[src/rtl/core/mpf_pkg.sv]
// Package for the page-organized monochrome framebuffer.
// Holds default geometry, opcodes, controller states and the
// controller/datapath command and status structs. No dependencies.
`default_nettype none

package mpf_pkg;

  localparam int unsigned SCREEN_WIDTH_DEF  = 128;
  localparam int unsigned SCREEN_HEIGHT_DEF = 64;

  localparam int unsigned IN_TDATA_W  = 32;
  localparam int unsigned IN_TUSER_W  = 2;
  localparam int unsigned OUT_TDATA_W = 8;

  typedef enum logic [1:0] {
    FUNC_SPAN  = 2'd0,
    FUNC_CLEAR = 2'd1,
    FUNC_FLUSH = 2'd2
  } func_e;

  typedef enum logic [4:0] {
    ST_IDLE  = 5'b00001,
    ST_SPAN  = 5'b00010,
    ST_CLEAR = 5'b00100,
    ST_READ  = 5'b01000,
    ST_OUT   = 5'b10000
  } state_e;

  typedef struct packed {
    logic item_load;
    logic span_step;
    logic clr_init;
    logic clr_step;
    logic rd_issue;
    logic out_load;
  } cmd_t;

  typedef struct packed {
    logic span_last;
    logic clr_last;
    logic out_free;
  } status_t;

endpackage

`default_nettype wire

[src/rtl/core/mpf_ctrl.sv]
// Controller state machine of the framebuffer.
// Sequences span, clear and flush items; drives datapath commands.
// Depends on mpf_pkg.
`default_nettype none

module mpf_ctrl (
  input  wire logic             clk_i,
  input  wire logic             rst_ni,
  input  wire logic             in_valid_i,
  input  wire logic [1:0]       in_func_i,
  output logic                  in_ready_o,
  input  wire mpf_pkg::status_t status_i,
  output mpf_pkg::cmd_t         cmd_o
);

  mpf_pkg::state_e state_q, state_d;

  always_comb begin
    state_d    = state_q;
    cmd_o      = '0;
    in_ready_o = 1'b0;
    unique case (state_q)
      mpf_pkg::ST_IDLE: begin
        in_ready_o = 1'b1;
        if (in_valid_i) begin
          cmd_o.item_load = 1'b1;
          unique case (mpf_pkg::func_e'(in_func_i))
            mpf_pkg::FUNC_SPAN:  state_d = mpf_pkg::ST_SPAN;
            mpf_pkg::FUNC_CLEAR: begin
              cmd_o.clr_init = 1'b1;
              state_d        = mpf_pkg::ST_CLEAR;
            end
            mpf_pkg::FUNC_FLUSH: state_d = mpf_pkg::ST_READ;
            default:             state_d = mpf_pkg::ST_IDLE;
          endcase
        end
      end
      mpf_pkg::ST_SPAN: begin
        cmd_o.span_step = 1'b1;
        if (status_i.span_last) state_d = mpf_pkg::ST_IDLE;
      end
      mpf_pkg::ST_CLEAR: begin
        cmd_o.clr_step = 1'b1;
        if (status_i.clr_last) state_d = mpf_pkg::ST_IDLE;
      end
      mpf_pkg::ST_READ: begin
        cmd_o.rd_issue = 1'b1;
        state_d        = mpf_pkg::ST_OUT;
      end
      mpf_pkg::ST_OUT: begin
        if (status_i.out_free) begin
          cmd_o.out_load = 1'b1;
          state_d        = mpf_pkg::ST_IDLE;
        end
      end
      default: state_d = mpf_pkg::ST_IDLE;
    endcase
  end

  always_ff @(posedge clk_i or negedge rst_ni) begin
    if (!rst_ni) begin
      state_q <= mpf_pkg::ST_CLEAR;
    end else begin
      state_q <= state_d;
    end
  end

  a_read_then_out: assert property (@(posedge clk_i) disable iff (!rst_ni)
    state_q == mpf_pkg::ST_READ |=> state_q == mpf_pkg::ST_OUT)
    else $error("read cycle not followed by output state");

  a_span_ends: assert property (@(posedge clk_i) disable iff (!rst_ni)
    (state_q == mpf_pkg::ST_SPAN && status_i.span_last) |=> state_q == mpf_pkg::ST_IDLE)
    else $error("span did not return to idle");

endmodule

`default_nettype wire

[config.mk]
export PLATFORM = sky130hd
export DESIGN_NAME = mpf_ctrl
export DESIGN_NICKNAME = d
export VERILOG_FILES = /design/src/rtl/core/mpf_pkg.sv /design/src/rtl/core/mpf_ctrl.sv
export SDC_FILE = /design/constraint.sdc
export NUM_CORES = 1
export LEC_CHECK = 0
export BUFFER_PORTS_ARGS = -buffer_cell sky130_fd_sc_hd__buf_2
export CAP_MARGIN = 20
export CORE_AREA = 5 5 42 44
export CTS_BUF_LIST = sky130_fd_sc_hd__clkbuf_4
export DETAILED_ROUTE_END_ITERATION = 7
export DIE_AREA = 0 0 47 49
export PLACE_DENSITY_LB_ADDON = 0.25
export SKIP_CTS_REPAIR_TIMING = 1
export SKIP_LAST_GASP = 1
export SYNTH_ARGS = -nofsm -noshare
export SYNTH_HDL_FRONTEND = slang
export SYNTH_SLANG_ARGS = --single-unit
[constraint.sdc]
create_clock -name clk_i -period 2.2 [get_ports clk_i]
set_input_delay 0.44 -clock clk_i [delete_from_list [all_inputs] [get_ports clk_i]]
set_output_delay 0.44 -clock clk_i [all_outputs]
set_load 0.02 [all_outputs]
==> metrics.yaml <==
outcome: "finished, final reports clean"
worstHoldPathType: "input pin to register"
tightest_slew_ps: 391
numCtsBuffers: 3
synth_cell_types: 21
arrival_ps: 1570
vdd_ir_drop_max_mv: 0.308
period_share_pct: 91.4
critical_path_class: "register to primary output"
ys_warn_count: 0
synthTopCellsByCount: "4 x dfrtp_1, 3 x inv_1"
wl_per_cell_um: 12.6
port_buffers: 14
clock-skew-final_ps: 6.97
coreArea_um2: 1400
placementRows: 14
synthFlopType: "dfrtp_1"
htree_levels: 1
power.total_mw: 0.587
rsz0062_at_grt: "no"
finalHoldViolCount: 0
cts_buffer_depth: 2
track_usage_pct: 8.70
synth_edf_count: 0
drtPass1Iterations: 2
antennaDiodeCount: 0
clkLatencyLatePin_ps: 250
cts_root_buf: "clkbuf_4"
ios: 15
synth.top_cells.by_area: "dfrtp_1 31%, dfstp_2 8.1%, o41ai_1 5.4%, nor3b_1 4.7%, o2111ai_2 4.7%"
dp_slack_ps: 309
leakage_nw: 0.235
grt_pass1_wl_um: 1390
hold_ws_ps: 398
vias_per_cell: 4.85
grt_pass1_vias: 321
largestRegisters: "state_q x5"
grt_max_degree: 10
grt_overflow: 0
clock-sinks: 5
maxCapViolations: 0
cts_tree: "done"
setup-violations-final: 0
drcViolationCount: 0
ys_seq_elements: 5
die_w_um: 47
setup_tns_ps: 0
drv_slew: 0
synth.largest_area_cell: "dfrtp_1"
drt_wl_total_um: 817
synth_area_per_cell_um2: 10.8
vias: 315
min_period_ps: 2010
synth_fp_nets: 38
n_fill_cell: 158
drtAntennaViolNets: 0
netlist_area_um2: 323
setup_ws_ps: 190
place_congestion: 0.737
critPathLaunchType: "register"
flow.area_growth_from_synthesis_pct: 41.9
max-slew-margin-rel_pct: 73.6
fp.dieH_um: 49
die_area_um2: 2300
nets: 58
powerDensity_nw_per_um2: 1280
largest_register: "state_q"
async_reset_ff_share_pct: 100
worstPathRequired_ps: 1760
synth_most_common_cell: "dfrtp_1"
start_util_pct: 23.0
syn_inst: 30
largest_reg_flops: 5
antenna_found_initial: 0
cp_max_fo: 9
drive_gt1_share_pct: 57.1
endpoint_kind: "primary output"
clkTransAtPathRegs_ps: 50
dp_hpwl_um: 641
first_iter_violations: 12
synth-seq-area-share_pct: 39.1
fmax_mhz: 497
synth_top_cell_area_share_pct: 31.0
-- cells by family after synthesis --
| logic type | synth area share, % |
|---|---|
| flip-flops | 39.2 |
| multiplexers | 3.49 |
| AND/OR/NAND/NOR | 39.9 |
| buffers and inverters | 3.49 |
| AO/OA/AOI/OAI | 14.0 |
-- area by class of cell --
class	instances	area [µm²]	share of cell area (%)
well taps	16	20.0	4.37
multi-input cells	22	190	41.5
repair buffers	15	80.1	17.5
inverters	3	11.3	2.46
flip-flops and latches	5	126	27.6
clock buffers	4	30.0	6.56
-- report_power, final --
group	internal, mW	switching (mW)	leakage, nW
logic	0.130	0.174	0.154
clock network	0.0810	0.0400	0.0184
registers	0.125	0.0364	0.0625
-- metrics by stage --
stage               instances  util (%)  instance area (µm²)
finish                     65      32.7                  458
global route               65      32.7                  458
CTS                        64      31.6                  443
detailed placement         60      29.5                  413
global placement           60      29.5                  413
floorplan                  30         -                  323
-- worst paths after layout --
check	startpoint	to	slack [ps]	depth (start not counted)
max in group asynchronous	rst_ni	state_q[2]	1450	2
min reg2reg	state_q[4]	state_q[4]	670	2
max reg2reg	state_q[1]	state_q[0]	440	4
min in group asynchronous	rst_ni	state_q[0]	530	2
min	in_func_i[0]	state_q[3]	400	2
max	state_q[3]	cmd_o[3]	190	4
-- layer usage --
| metal | share of wire (%) | vias to the layer above | GRT usage (%) |
|---|---|---|---|
| li1 | - | 155 | - |
| met4 | 3.5 | 0 | 5.53 |
| met5 | 0 | - | 0 |
| met3 | 9.3 | 3 | 4.43 |
| met1 | 42 | 145 | 9.60 |
| met2 | 45 | 12 | 12.7 |
-- layout by cell type, fill, tap and decap left out, drive strengths merged, types with 2 or more instances in the layout --
cell type and instances:
clkbuf 4, dfrtp 4, nor3b 2, nor2 2, buf 14, o41ai 2
nand3b 2, nor4 2, inv 3
-- worst max-delay path, stage by stage (launching register included) --
cell      delay [ps]
dfrtp_1          410
nor3_2           250
nand3b_2         230
nor4_1           220
buf_2            210
(Power assumes the default switching activity.)
